===== src/sv/itp_pkg.sv =====
// ---------------------------------------------------------------------------
// itp_pkg
// types and constants of the infix to postfix converter
// ---------------------------------------------------------------------------
package itp_pkg;

    localparam int STACK_DEPTH = 16;
    localparam int CNT_W       = $clog2(STACK_DEPTH + 1);

    localparam int KIND_W = 3;
    localparam int PRIO_W = 4;
    localparam int TAG_W  = 16;
    localparam int STAT_W = 2;

    localparam logic [KIND_W-1:0] KIND_NUM     = 3'd0;
    localparam logic [KIND_W-1:0] KIND_POSTFIX = 3'd1;
    localparam logic [KIND_W-1:0] KIND_PREFIX  = 3'd2;
    localparam logic [KIND_W-1:0] KIND_OPEN    = 3'd3;
    localparam logic [KIND_W-1:0] KIND_CLOSE   = 3'd4;
    localparam logic [KIND_W-1:0] KIND_BINARY  = 3'd5;
    localparam logic [KIND_W-1:0] KIND_ERROR   = 3'd6;

    localparam logic [STAT_W-1:0] STAT_TOKEN     = 2'd0;
    localparam logic [STAT_W-1:0] STAT_UNMATCHED = 2'd1;
    localparam logic [STAT_W-1:0] STAT_OVERFLOW  = 2'd2;
    localparam logic [STAT_W-1:0] STAT_BAD       = 2'd3;

    typedef struct packed {
        logic [PRIO_W-1:0] prio;
        logic [KIND_W-1:0] kind;
        logic [TAG_W-1:0]  tag;
    } entry_t;

    typedef struct packed {
        logic push;
        logic pop;
    } stk_op_t;

    typedef enum logic {
        ST_IDLE,
        ST_RUN
    } state_t;

endpackage


===== src/sv/itp_cell.sv =====
// ---------------------------------------------------------------------------
// itp_cell
// one stack slot: takes the upper neighbor on push, the lower one on pop
// ---------------------------------------------------------------------------
module itp_cell (
    input  logic            aclk,
    input  itp_pkg::stk_op_t op_i,
    input  itp_pkg::entry_t  upper_i,
    input  itp_pkg::entry_t  lower_i,
    output itp_pkg::entry_t  entry_o
);
    import itp_pkg::*;

    entry_t entry_reg;
    entry_t entry_next;

    always_comb begin
        entry_next = entry_reg;
        if (op_i.push) begin
            entry_next = upper_i;
        end else if (op_i.pop) begin
            entry_next = lower_i;
        end
    end

    always_ff @(posedge aclk) begin
        entry_reg <= entry_next;
    end

    assign entry_o = entry_reg;

endmodule


===== src/sv/itp_stack.sv =====
// ---------------------------------------------------------------------------
// itp_stack
// operator stack as a chain of shifting cells, top in cell zero
// ---------------------------------------------------------------------------
module itp_stack (
    input  logic             aclk,
    input  itp_pkg::stk_op_t op_i,
    input  itp_pkg::entry_t  push_entry_i,
    output itp_pkg::entry_t  top_o,
    output itp_pkg::entry_t  next_o
);
    import itp_pkg::*;

    entry_t ent [STACK_DEPTH];

    for (genvar g = 0; g < STACK_DEPTH; g++) begin : g_cell
        entry_t upper;
        entry_t lower;

        if (g == 0) begin : g_first
            assign upper = push_entry_i;
        end else begin : g_mid_up
            assign upper = ent[g-1];
        end

        if (g == STACK_DEPTH - 1) begin : g_last
            assign lower = '0;
        end else begin : g_mid_dn
            assign lower = ent[g+1];
        end

        itp_cell u_cell (
            .aclk    (aclk),
            .op_i    (op_i),
            .upper_i (upper),
            .lower_i (lower),
            .entry_o (ent[g])
        );
    end

    assign top_o  = ent[0];
    assign next_o = ent[1];

endmodule


===== src/sv/infix_to_postfix_converter.sv =====
// an accepted token is registered; each step that emits loads its result into the output register
// a new token is taken only in idle, once the last one is done; every token takes at least one step
// a step pops, pushes or emits, save in a flush of an empty stack; a flush of n > 0 entries takes n steps
// steps that emit stall while the output register holds an untaken beat
// reset: synchronous active-low aresetn empties the stack and clears both channels
// ---------------------------------------------------------------------------
// infix_to_postfix_converter
// shunting-yard converter with a bounded operator stack built from cells
// ---------------------------------------------------------------------------
module infix_to_postfix_converter (
    input  logic        aclk,
    input  logic        aresetn,
    input  logic        s_tvalid,
    output logic        s_tready,
    input  logic [23:0] s_tdata,   // token_kind, token_priority, token_tag, zero pad
    input  logic        s_tuser,   // action
    output logic        m_tvalid,
    input  logic        m_tready,
    output logic [23:0] m_tdata,   // out_tag, out_kind, status, zero pad
    output logic        m_tlast
);
    import itp_pkg::*;

    state_t state_reg, state_next;

    logic              act_reg;
    logic [KIND_W-1:0] kind_reg;
    logic [PRIO_W-1:0] prio_reg;
    logic [TAG_W-1:0]  tag_reg;
    logic [CNT_W-1:0]  cnt_reg, cnt_next;

    logic              m_valid_reg, m_valid_next;
    logic [TAG_W-1:0]  m_tag_reg;
    logic [KIND_W-1:0] m_kind_reg;
    logic [STAT_W-1:0] m_stat_reg;
    logic              m_last_reg;

    entry_t  top_e, nxt_e, push_e;
    stk_op_t stk_op;

    logic              load, run;
    logic              emit, e_last, do_pop, do_push, done, go, out_free;
    logic [TAG_W-1:0]  e_tag;
    logic [KIND_W-1:0] e_kind;
    logic [STAT_W-1:0] e_stat;
    logic              empty, full, has_two, top_pops, nxt_pops;

    // fsm outputs
    always_comb begin
        s_tready = 1'b0;
        run      = 1'b0;
        unique case (state_reg)
            ST_IDLE: s_tready = aresetn;
            ST_RUN:  run      = 1'b1;
            default: s_tready = 1'b0;
        endcase
    end

    assign load = s_tvalid && s_tready;

    // one step of the conversion
    assign empty    = (cnt_reg == '0);
    assign full     = (cnt_reg == CNT_W'(STACK_DEPTH));
    assign has_two  = (cnt_reg > CNT_W'(1));
    assign top_pops = !empty && (top_e.kind != KIND_OPEN)
                      && ((top_e.kind == KIND_PREFIX) || (top_e.prio >= prio_reg));
    assign nxt_pops = has_two && (nxt_e.kind != KIND_OPEN)
                      && ((nxt_e.kind == KIND_PREFIX) || (nxt_e.prio >= prio_reg));

    always_comb begin
        emit    = 1'b0;
        e_tag   = tag_reg;
        e_kind  = kind_reg;
        e_stat  = STAT_TOKEN;
        e_last  = 1'b1;
        do_pop  = 1'b0;
        do_push = 1'b0;
        done    = 1'b1;
        if (act_reg) begin
            if (!empty) begin
                emit   = 1'b1;
                e_tag  = top_e.tag;
                e_kind = top_e.kind;
                e_last = (cnt_reg == CNT_W'(1));
                do_pop = 1'b1;
                done   = (cnt_reg == CNT_W'(1));
            end
        end else begin
            unique case (kind_reg) inside
                KIND_NUM, KIND_POSTFIX: begin
                    emit = 1'b1;
                end
                KIND_PREFIX, KIND_OPEN: begin
                    if (full) begin
                        emit   = 1'b1;
                        e_stat = STAT_OVERFLOW;
                    end else begin
                        do_push = 1'b1;
                    end
                end
                KIND_CLOSE: begin
                    if (empty) begin
                        emit   = 1'b1;
                        e_stat = STAT_UNMATCHED;
                    end else if (top_e.kind == KIND_OPEN) begin
                        do_pop = 1'b1;
                    end else begin
                        emit   = 1'b1;
                        e_tag  = top_e.tag;
                        e_kind = top_e.kind;
                        e_last = has_two && (nxt_e.kind == KIND_OPEN);
                        do_pop = 1'b1;
                        done   = 1'b0;
                    end
                end
                KIND_BINARY: begin
                    if (top_pops) begin
                        emit   = 1'b1;
                        e_tag  = top_e.tag;
                        e_kind = top_e.kind;
                        e_last = !nxt_pops;
                        do_pop = 1'b1;
                        done   = 1'b0;
                    end else if (full) begin
                        emit   = 1'b1;
                        e_stat = STAT_OVERFLOW;
                    end else begin
                        do_push = 1'b1;
                    end
                end
                default: begin
                    emit   = 1'b1;
                    e_stat = STAT_BAD;
                end
            endcase
        end
    end

    assign out_free = !m_valid_reg || m_tready;
    assign go       = run && (!emit || out_free);

    assign stk_op.push = go && do_push;
    assign stk_op.pop  = go && do_pop;
    assign push_e      = '{prio: prio_reg, kind: kind_reg, tag: tag_reg};

    itp_stack u_stack (
        .aclk         (aclk),
        .op_i         (stk_op),
        .push_entry_i (push_e),
        .top_o        (top_e),
        .next_o       (nxt_e)
    );

    // next state
    always_comb begin
        state_next = state_reg;
        unique case (state_reg)
            ST_IDLE: if (load) state_next = ST_RUN;
            ST_RUN:  if (go && done) state_next = ST_IDLE;
            default: state_next = ST_IDLE;
        endcase
    end

    always_comb begin
        cnt_next = cnt_reg;
        if (stk_op.push) begin
            cnt_next = cnt_reg + CNT_W'(1);
        end else if (stk_op.pop) begin
            cnt_next = cnt_reg - CNT_W'(1);
        end
    end

    always_comb begin
        m_valid_next = m_valid_reg;
        if (go && emit) begin
            m_valid_next = 1'b1;
        end else if (m_tready) begin
            m_valid_next = 1'b0;
        end
    end

    always_ff @(posedge aclk) begin
        if (!aresetn) begin
            state_reg   <= ST_IDLE;
            cnt_reg     <= '0;
            m_valid_reg <= 1'b0;
        end else begin
            state_reg   <= state_next;
            cnt_reg     <= cnt_next;
            m_valid_reg <= m_valid_next;
        end
    end

    always_ff @(posedge aclk) begin
        if (load) begin
            act_reg  <= s_tuser;
            kind_reg <= s_tdata[2:0];
            prio_reg <= s_tdata[6:3];
            tag_reg  <= s_tdata[22:7];
        end
        if (go && emit) begin
            m_tag_reg  <= e_tag;
            m_kind_reg <= e_kind;
            m_stat_reg <= e_stat;
            m_last_reg <= e_last;
        end
    end

    assign m_tvalid = m_valid_reg;
    assign m_tdata  = {3'b000, m_stat_reg, m_kind_reg, m_tag_reg};
    assign m_tlast  = m_last_reg;

endmodule


===== config.mk =====
export PLATFORM = sky130hd
export DESIGN_NAME = infix_to_postfix_converter
export DESIGN_NICKNAME = d
export VERILOG_FILES = /design/src/sv/itp_pkg.sv /design/src/sv/itp_cell.sv /design/src/sv/itp_stack.sv /design/src/sv/infix_to_postfix_converter.sv
export SDC_FILE = /design/constraint.sdc
export NUM_CORES = 1
export LEC_CHECK = 0
export BUFFER_PORTS_ARGS = -buffer_cell sky130_fd_sc_hd__buf_2
export CORE_ASPECT_RATIO = 2
export CORE_MARGIN = 2
export CORE_UTILIZATION = 45
export CTS_CLUSTER_DIAMETER = 100
export CTS_CLUSTER_SIZE = 10
export DETAILED_ROUTE_END_ITERATION = 12
export GPL_TIMING_DRIVEN = 0
export PLACE_DENSITY_LB_ADDON = 0.12
export SYNTH_ARGS = -nofsm -noshare
export SYNTH_HDL_FRONTEND = slang
export SYNTH_SLANG_ARGS = --single-unit

===== constraint.sdc =====
create_clock -name aclk -period 58.3 [get_ports aclk]
set_clock_uncertainty 0.2 [all_clocks]
set_input_delay 2.915 -clock aclk [delete_from_list [all_inputs] [get_ports aclk]]
set_output_delay 2.915 -clock aclk [all_outputs]
set_load 0.02 [all_outputs]

==> reports/qor.txt, run 1 <==
hpwl dp: 26,400 um
Bufs on Longest Clock Path: 3
Fillers: 3,485
# DRC: 0
status: finished, final reports clean
Critical Path AT: 3.64 ns
register area share after synthesis: 0.646
FF+latch count, synth: 421
Post-Synth Adder-Cell Area: 0.00965
Post-Syn Area: 0.0195 sq mm
Post-CTS Repair Setup Buffers: 0
drt total wl: 37,700 um
Finish-stage setup viols: 0
Worst Setup End Kind: output port
post-synthesis mux area share: 0.253
CTS Hold Bufs: 0
compound-cell area share of the yosys netlist: 0.0291
Rows: 107
LEAKAGE: 0.00780 uW
Synth-to-Final Area Change: 12.9%
synth warn: 0
Max Slew Vio Count: 0
Syn Inst Count: 1,050
Core Util, Final: 0.514
fmax: 148 MHz
gr usage total: 0.170
max FFs per register: 368
Setup Crit Path Kind: in -> out
delay-heaviest family, CP: buffers and inverters
post_cts resized: 0
EDFF count, synth: 414
worst-path cell chain: clkbuf_1 > inv_1 > nor2_1 > buf_2
Synth Area in Simple Gates: 0.0305
antenna-violating nets left: 0
Endpoint, Worst Hold: u_stack.g_cell[14].u_cell.entry_o[8]
Slowest-stage cell, CP: clkbuf_1
setup TNS: 0 ns
clock latency on the worst-skew pair: 0.56 ns
port bufs: 50
top-area cell type share of the netlist area: 0.639
Die H: 298 um
root buffer cell: clkbuf_16
Worst Min Path Start: u_stack.g_cell[15].u_cell.entry_o[8]
Rel. slew slack: 0.0457
Crit path required time: 55.18 ns
WHS Path Cells: 1
largest net degree at the start of global routing: 35
most common cell after layout, fill and taps aside: edfxtp_1
Worst path max stage delay: 0.30 ns
Diodes inserted: 0
Iter 0 DRT Violations: 590
R2R depth: 14
Die Wd: 151 um
pre-CTS setup slack: 51.54 ns
largest family of logic cells by synthesized area: multiplexers
Synth Area in XOR/XNOR: 0
slew of the pin with the lowest slew margin: 1.42 ns
critical-path maximum fanout: 10
Vias/cell: 5.37
via count: 9,241
reg-to-reg slack, setup: 53.12 ns
final worst slack: 51.55 ns
Final Cycle Share: 0.116
placed instance count: 1,660
worst setup path start: aresetn
PD cells: 29.4 mW/mm^2
Post-synth ARST share: 0
Area contributors post-synth: edfxtp_1 (64%), mux2_4 (21%), mux2_2 (4.1%)
first-pass GRT wire length: 58,400 um
clock sinks: 421
Max Cap Violations: 0
DR pass1 iterations: 5
clock slew at reported path FFs: 0.05 ns
RSZ-0062 raised after global routing: no
IR drop worst, VDD: 18.4 uV
Yosys top cell by area: edfxtp_1
grt ovf: 0
number of global-route vias before repair: 9,873
main flop type after synthesis: edfxtp_1
CTS tree: done
Final Hold Fails: 0
share of cells above drive strength 1: 0.432
RR Endpoint: u_stack.g_cell[5].u_cell.entry_o[20]
CORE AREA: 0.0427 sq mm
final net count: 1,209
initial antenna violation count: 0
CTS buffer count: 48
hold crit path type: reg -> reg
worst reg2reg startpoint: prio_reg[3]
Final min period: 6.75 ns
Synth cell types: 51
die area: 0.0450 sq mm
Avg Cell Area, Syn: 18.5 sq um
htree depth: 2
io pins: 56
CP bufs+invs: 3
Initial Util: 0.456
fin cells: 1,722
most frequent cells in the layout: edfxtp_1 (414), mux2_4 (270), mux2_2 (70)
CP Launch Type: input port
GPL Wtd Cong: 0.884
DR WL/cell: 21.9 um
-- area by class of cell --
cell class | instances | area, sq um | area share
plain buffers | 55 | 573 | 0.0261
flip-flops and latches | 421 | 12600 | 0.572
clock inverters | 3 | 26.3 | 0.00120
inverters | 12 | 45.0 | 0.00205
well taps | 545 | 682 | 0.0310
repair buffers | 63 | 520 | 0.0237
multi-input cells | 564 | 6290 | 0.286
clock buffers | 59 | 1260 | 0.0575
-- kinds of logic (layout without fill, tap and decap cells) --
logic type               count (synthesis)  in the layout
AND/OR/NAND/NOR                        114            114
AO/OA/AOI/OAI                           85             85
multiplexers                           347            347
buffers and inverters                   67            192
flip-flops                             421            421
other                                    1              3
adder cells (fa/ha/maj)                 15             15
-- synth_stat cells, drive strengths merged (3+ instances only) --
cell type	n
dfxtp	7
a22oi	6
nand2b	8
mux2i	3
o22ai	6
a211oi	4
and2	25
mux2	344
nor2b	4
a221oi	10
nand3b	3
ha	15
nor2	22
nor3	3
nand2	35
nand4	3
a22o	3
buf	48
inv	12
edfxtp	414
clkbuf	7
a31oi	10
a21oi	18
o21ai	16
-- through the flow --
stage | power (uW) | hold WS [ns] | area, sq um
finish | 646 | 0.340 | 22000
global placement | 394 | 0.331 | 20400
CTS | 656 | 0.343 | 22000
detailed placement | 389 | 0.334 | 20700
global route | 670 | 0.363 | 22000
floorplan | 382 | 0.309 | 19500
-- where the power goes --
part / internal (uW) / leakage [uW] / switching, uW / total [uW]
logic: 18.6 / 0.00334 / 18.8 / 37.4
clock network: 150 / 0.000629 / 113 / 263
registers: 341 / 0.00383 / 4.47 / 346
-- worst max path at each step --
stage / slack (ns) / to / cells after the start
floorplan: 38.51 / u_stack.g_cell[0].u_cell.entry_o[0] / 3
global placement: 32.25 / u_stack.g_cell[13].u_cell.entry_o[20] / 4
detailed placement: 51.54 / s_tready / 4
CTS: 51.54 / s_tready / 4
global route: 51.47 / s_tready / 4
finish: 51.55 / s_tready / 4
-- routing by layer --
metal  routed length (um)  track usage  share of wire  vias up
met5                    0            0              0        -
met1                15500        0.205           0.41     4658
met4                 1580       0.0768          0.042        0
li1                     -            -              -     4298
met3                  997       0.0213          0.026       94
met2                19700        0.298           0.52      191
Note: power is estimated with default switching activity, not from simulation.
==> run 2, diff against run 1 <==
--- a/config.mk
+++ b/config.mk
@@ -5,6 +5,7 @@
 export SDC_FILE = /design/constraint.sdc
 export NUM_CORES = 1
 export LEC_CHECK = 0
+export ABC_AREA = 1
 export BUFFER_PORTS_ARGS = -buffer_cell sky130_fd_sc_hd__buf_2
 export CORE_ASPECT_RATIO = 2
 export CORE_MARGIN = 2
==> constraint.sdc (replaced) <==
create_clock -name aclk -period 6.37 [get_ports aclk]
set_clock_uncertainty 0.2 [all_clocks]
set_input_delay 0.3185 -clock aclk [delete_from_list [all_inputs] [get_ports aclk]]
set_output_delay 0.3185 -clock aclk [all_outputs]
set_load 0.02 [all_outputs]
==> run 2 against run 1 <==
Against the previous run:
- power rose to 9.5 times the previous value
- setup slack got worse by 49 ns
- sequential cell count did not move
- first-iteration DRC count rose by 48%
- routed wire length rose by 19%
- combinational power rose to 13 times the previous value
- via count rose by 36%
- sequential share of layout area rose by 1.6 points
- synthesized cell count rose by 73%
- critical path depth rose by 11
==> reports/qor.txt, run 2 <==
Final min period: 3.87 ns
Psw: 1410 uW
Final Hold Fails: 0
Sw Share: 0.230
LEAKAGE: 0.00888 uW
most frequent cells in the layout: nand2_1 (951), edfxtp_1 (414), inv_1 (98)
WHS Path Cells: 2
Post-synth top cells: nand2_1 (951), edfxtp_1 (414), inv_1 (99), o21ai_0 (72), nor2_1 (45)
initial antenna violation count: 0
Synth Area in XOR/XNOR: 0.00330
Synth Area in Simple Gates: 0.213
post_cts resized: 0
RSZ-0062 raised after global routing: no
clock sinks: 421
internal power: 4730 uW
critical-path maximum fanout: 30
CTS tree: done
Gate power share: 0.078
slew of the pin with the lowest slew margin: 0.996 ns
DR pass1 iterations: 5
Slowest-stage cell, CP: edfxtp_1
Finish-stage setup viols: 0
io pins: 56
PD cells: 287 mW/mm^2
IR drop worst, VDD: 199 uV
port bufs: 51
worst reg2reg startpoint: kind_reg[1]
compound-cell area share of the yosys netlist: 0.0470
share of cells above drive strength 1: 0.106
GPL Wtd Cong: 0.875
Die Wd: 148 um
clock latency on the worst-skew pair: 0.56 ns
main flop type after synthesis: edfxtp_1
Post-Synth Adder-Cell Area: 0.0101
Diodes inserted: 0
Clk pwr share: 0.392
Worst Setup End Kind: flip-flop
Rows: 105
post-synthesis mux area share: 0
pre-CTS setup slack: 2.55 ns
Rel. slew slack: 0.335
via count: 12,600
DR WL/cell: 17.9 um
fmax: 259 MHz
Reg power frac: 0.530
register area share after synthesis: 0.677
Initial Util: 0.455
number of global-route vias before repair: 13,300
Vias/cell: 5.02
Die H: 291 um
EDFF count, synth: 414
R2R depth: 15
first-pass GRT wire length: 71,100 um
reg-to-reg slack, setup: 2.50 ns
max FFs per register: 368
Area contributors post-synth: edfxtp_1 (67%), nand2_1 (19%), inv_1 (2.0%)
Synth cell types: 34
Syn Inst Count: 1,817
Max Slew Vio Count: 0
drt total wl: 45,000 um
Bufs on Longest Clock Path: 3
Avg Cell Area, Syn: 10.2 sq um
hold crit path type: in -> reg
most common cell after layout, fill and taps aside: nand2_1
Critical Path AT: 3.91 ns
Max Cap Violations: 0
CP most frequent cell: buf_12
RR Endpoint: u_stack.g_cell[14].u_cell.entry_o[11]
CORE AREA: 0.0409 sq mm
Iter 0 DRT Violations: 872
Crit path required time: 6.42 ns
gr usage total: 0.213
count leader, synth: nand2_1
CP Launch Type: flip-flop
htree depth: 2
CTS buffer count: 48
Post-Syn Area: 0.0186 sq mm
Worst path max stage delay: 0.50 ns
grt ovf: 0
largest family of logic cells by synthesized area: simple AND/OR/NAND/NOR gates
final worst slack: 2.50 ns
FF+latch count, synth: 421
die area: 0.0430 sq mm
Setup Crit Path Kind: reg -> reg
Post-synth ARST share: 0
largest net degree at the start of global routing: 32
Yosys top cell by area: edfxtp_1
top-area cell type share of the netlist area: 0.669
Endpoint, Worst Hold: kind_reg[2]
Worst Min Path Start: s_tdata[2]
status: finished, final reports clean
# DRC: 0
synth warn: 0
total power: 6140 uW
hpwl dp: 33,300 um
final net count: 2,006
Synth-to-Final Area Change: 15.2%
Final Cycle Share: 0.607
clock slew at reported path FFs: 0.06 ns
worst-path cell chain: inv_2 > ha_1 > or2_0 > nor2_1 > nand2_1 > nor2_1 > nand2_1 > nand3_4 > nand2_4 > a21oi_4 > buf_12 > buf_12 > buf_12 > buf_12 > buf_12
antenna-violating nets left: 0
root buffer cell: clkbuf_16
## run 2: changes by cell type in the layout (fill, tap and decap cells not counted), moves of 28 or more
cell           previous run  this run
buf_4                     3        35
mux2_2                   70         0
dlygate4sd3_1             0        28
mux2_4                  270         0
buf_2                    62        92
inv_1                    12        98
o21ai_0                  12        72
nand2_1                  35       951
## run 2: final cells by class
| type | count | area (sq um) |
|---|---|---|
| clock buffer | 57 | 1260 |
| inverter | 101 | 379 |
| tap | 535 | 669 |
| fill | 3675 | 19500 |
| clock inverter | 3 | 26.3 |
| buffer | 90 | 536 |
| multi-input combinational | 1207 | 5110 |
| sequential | 421 | 12600 |
| timing repair buffer | 93 | 838 |
## run 2: worst max-delay path by stage
| stage | from | to | slack, ns |
|---|---|---|---|
| after floorplan | kind_reg[1] | u_stack.g_cell[0].u_cell.entry_o[0] | -1.78 |
| after global placement | cnt_reg[1] | cnt_reg[2] | -4.69 |
| after detailed placement | kind_reg[1] | u_stack.g_cell[14].u_cell.entry_o[10] | 2.55 |
| after CTS | kind_reg[1] | u_stack.g_cell[14].u_cell.entry_o[11] | 2.53 |
| after global routing | prio_reg[3] | u_stack.g_cell[15].u_cell.entry_o[12] | 2.32 |
| final | kind_reg[1] | u_stack.g_cell[14].u_cell.entry_o[11] | 2.50 |
## run 2: repair_timing
action | CTS | global route
setup endpoints to repair | 0 | 0
endpoints found under the hold margin | 30 | 0
hold buffers | 28 | 0
setup buffers | 0 | 0
## run 2: power by group through the flow
stage	logic (uW)	registers (uW)	clock network, uW
2_1_floorplan	288	3330	0
3_3_place_gp	428	3350	0
3_5_place_dp	467	3310	0
4_1_cts	482	3250	2460
5_1_grt	534	3270	2560
6_report	477	3250	2410
## run 2: per-stage QoR
stage          TNS (ns)  instance area [sq um]  hold slack (ns)  cells   util
3_3_place_gp   -1692.92                  19500            0.294   2405  0.478
3_5_place_dp          0                  19800            0.297   2419  0.485
4_1_cts               0                  21400            0.237   2507  0.524
2_1_floorplan   -663.20                  18600            0.217   1819      -
5_1_grt               0                  21400            0.254   2507  0.524
6_report              0                  21400            0.267   2507  0.524
## run 2: layer usage
layer,share of wire,vias to the layer above,track usage
li1,-,6257,-
met1,0.36,5962,0.215
met2,0.58,258,0.432
met3,0.026,97,0.0227
met4,0.032,0,0.0811
met5,0,-,0
## run 2: critical path, delay by kind of cell, from the launching register on
| kind | cells | cell delay, ns |
|---|---|---|
| compound gates | 1 | 0.36 |
| simple gates | 7 | 0.92 |
| buf+inv | 6 | 1.22 |
| flops | 1 | 0.50 |
| fa+ha+maj | 1 | 0.28 |
## run 2: logic make-up after synthesis
logic type	Yosys count
other	1
flip-flops	421
AND/OR/NAND/NOR	1027
buffers and inverters	191
AO/OA/AOI/OAI	155
XOR/XNOR	7
adder cells (fa/ha/maj)	15
==> run 3, diff against run 2 <==
==> constraint.sdc (replaced) <==
create_clock -name aclk -period 3.2 [get_ports aclk]
set_clock_uncertainty 0.2 [all_clocks]
set_input_delay 0.16 -clock aclk [delete_from_list [all_inputs] [get_ports aclk]]
set_output_delay 0.16 -clock aclk [all_outputs]
set_load 0.02 [all_outputs]
==> run 3 against run 2 <==
Against the previous run:
- sequential share of layout area fell by 0.76 points
- combinational power rose by 110%
- register-to-register slack got worse by 2.4 ns
- critical path depth fell by 4
- die area did not move
- first-iteration DRC count fell by 5.3%
- cell count rose by 0.52%
- non-clock buffer count rose by 13
- power rose by 100%
- clock-buffer cell count did not move
- worst hold slack got worse by 0.16 ns
- final area rose by 1.3%
- critical path type unchanged
- largest cell class unchanged
==> reports/qor.txt, run 3 (synthesis results as in run 2) <==
status: finished, final reports clean
Initial Util: 0.455
total power: 12,300 uW
first-pass GRT wire length: 71,800 um
Slowest-stage cell, CP: nand2_1
grt ovf: 0
share of cells above drive strength 1: 0.115
most common cell after layout, fill and taps aside: nand2_1
CORE AREA: 0.0409 sq mm
DR WL/cell: 18.1 um
clock sinks: 421
# DRC: 0
Rows: 105
initial antenna violation count: 0
Layout Cell Area excl Fill: 0.0217 sq mm
htree depth: 2
Die H: 291 um
die area: 0.0430 sq mm
GPL Wtd Cong: 0.875
DR WL met3: 1330 um
largest net degree at the start of global routing: 32
LEAKAGE: 0.00901 uW
Highest Signal Layer: met4
antenna-violating nets left: 0
CP Launch Type: flip-flop
Bufs on Longest Clock Path: 3
Finish-stage setup viols: 0
via count: 12,700
Diodes inserted: 0
PD cells: 566 mW/mm^2
hpwl dp: 33,300 um
CTS tree: done
Max Slew Vio Count: 0
critical-path maximum fanout: 15
slew of the pin with the lowest slew margin: 0.990 ns
Setup Crit Path Kind: reg -> reg
placed instance count: 2,419
Vias/cell: 5.03
port bufs: 51
hold crit path type: in -> reg
clock slew at reported path FFs: 0.06 ns
Worst path max stage delay: 0.51 ns
Synth-to-Final Area Change: 16.7%
IR drop worst, VDD: 397 uV
fin cells: 2,520
Final min period: 3.11 ns
Max Cap Violations: 0
io pins: 56
Met2 Wirelength: 26,500 um
Rel. slew slack: 0.339
Crit path required time: 3.32 ns
DR pass1 iterations: 5
gr usage total: 0.215
fmax: 322 MHz
Final Hold Fails: 0
DRT met1 WL: 16,200 um
Iter 0 DRT Violations: 826
RSZ-0062 raised after global routing: yes
Final Cycle Share: 0.971
Die Wd: 148 um
final net count: 2,019
Worst Setup End Kind: flip-flop
CTS buffer count: 48
worst-path cell chain: inv_1 > ha_1 > nand3_4 > nand2_1 > inv_1 > a21oi_1 > a21oi_4 > buf_12 > buf_16 > buf_16 > clkbuf_16
max FFs per register: 368
clock latency on the worst-skew pair: 0.56 ns
most frequent cells in the layout: nand2_1 (949), edfxtp_1 (414), inv_1 (97)
Placed Area: 0.0198 sq mm
drt total wl: 45,600 um
root buffer cell: clkbuf_16
Critical Path AT: 3.22 ns
number of global-route vias before repair: 13,400
## run 3: cell types whose count changed in the layout (fill, tap and decap cells not counted), sizes merged
cell,change
buf,+7
bufbuf,+4
inv,-1
clkbuf,+1
dlygate4sd3,+1
clkinvlp,+1
## run 3: stage by stage
stage / utilization / setup WS (ns) / setup TNS (ns) / hold slack, ns
floorplan: - / -4.95 / -1845.61 / 0.0589
global placement: 0.478 / -7.86 / -2876.16 / 0.137
detailed placement: 0.485 / -0.624 / -58.73 / 0.138
CTS: 0.528 / 0.0169 / 0 / 0.0781
global route: 0.530 / -0.0139 / -0.260 / 0.0952
finish: 0.530 / 0.0940 / 0 / 0.110
## run 3: area by class of cell
cell class	count	area [sq um]
Buffer	89	536
Multi-Input combinational cell	1207	5150
Clock buffer	57	1260
Inverter	101	383
Clock inverter	3	26.3
Tap cell	535	669
Timing Repair Buffer	107	1080
Sequential cell	421	12600
Fill cell	3644	19200
## run 3: worst paths after layout
path | depth (start not counted) | to | slack (ns) | startpoint
setup / recovery | 11 | u_stack.g_cell[2].u_cell.entry_o[7] | 0.09 | cnt_reg[1]
hold reg to reg | 2 | cnt_reg[0] | 0.31 | cnt_reg[0]
hold / removal | 2 | kind_reg[2] | 0.11 | s_tdata[2]
setup reg to reg | 11 | u_stack.g_cell[2].u_cell.entry_o[7] | 0.09 | cnt_reg[1]
## run 3: routing by layer
layer  track usage  vias to the layer above
met5             0                        -
met4        0.0833                        0
met3        0.0226                      109
met2         0.438                      263
met1         0.217                     6030
li1              -                     6274
## run 3: timing repair
| action | in CTS | in global routing |
|---|---|---|
| setup buffers | 5 | 4 |
| pin swaps | 2 | 1 |
| hold buffers | 29 | 0 |
| hold endpoints to repair | 31 | 0 |
| setup endpoints to repair | 285 | 495 |
| gates resized for setup | 5 | 9 |
| gates cloned | 4 | 2 |
## run 3: where the power goes
part	internal [uW]	switching (uW)	leakage (uW)
registers	6370	106	0.00383
clock network	2730	2060	0.000627
logic	351	657	0.00455
## run 3: worst max-delay path: cells and delay by family (launching register included)
| kind | cells | cell delay, ns |
|---|---|---|
| adders and majority gates | 1 | 0.26 |
| and+or+nand+nor | 2 | 0.70 |
| AOI/OAI and AO/OA | 2 | 0.47 |
| DFF | 1 | 0.35 |
| buffers and inverters | 6 | 0.86 |
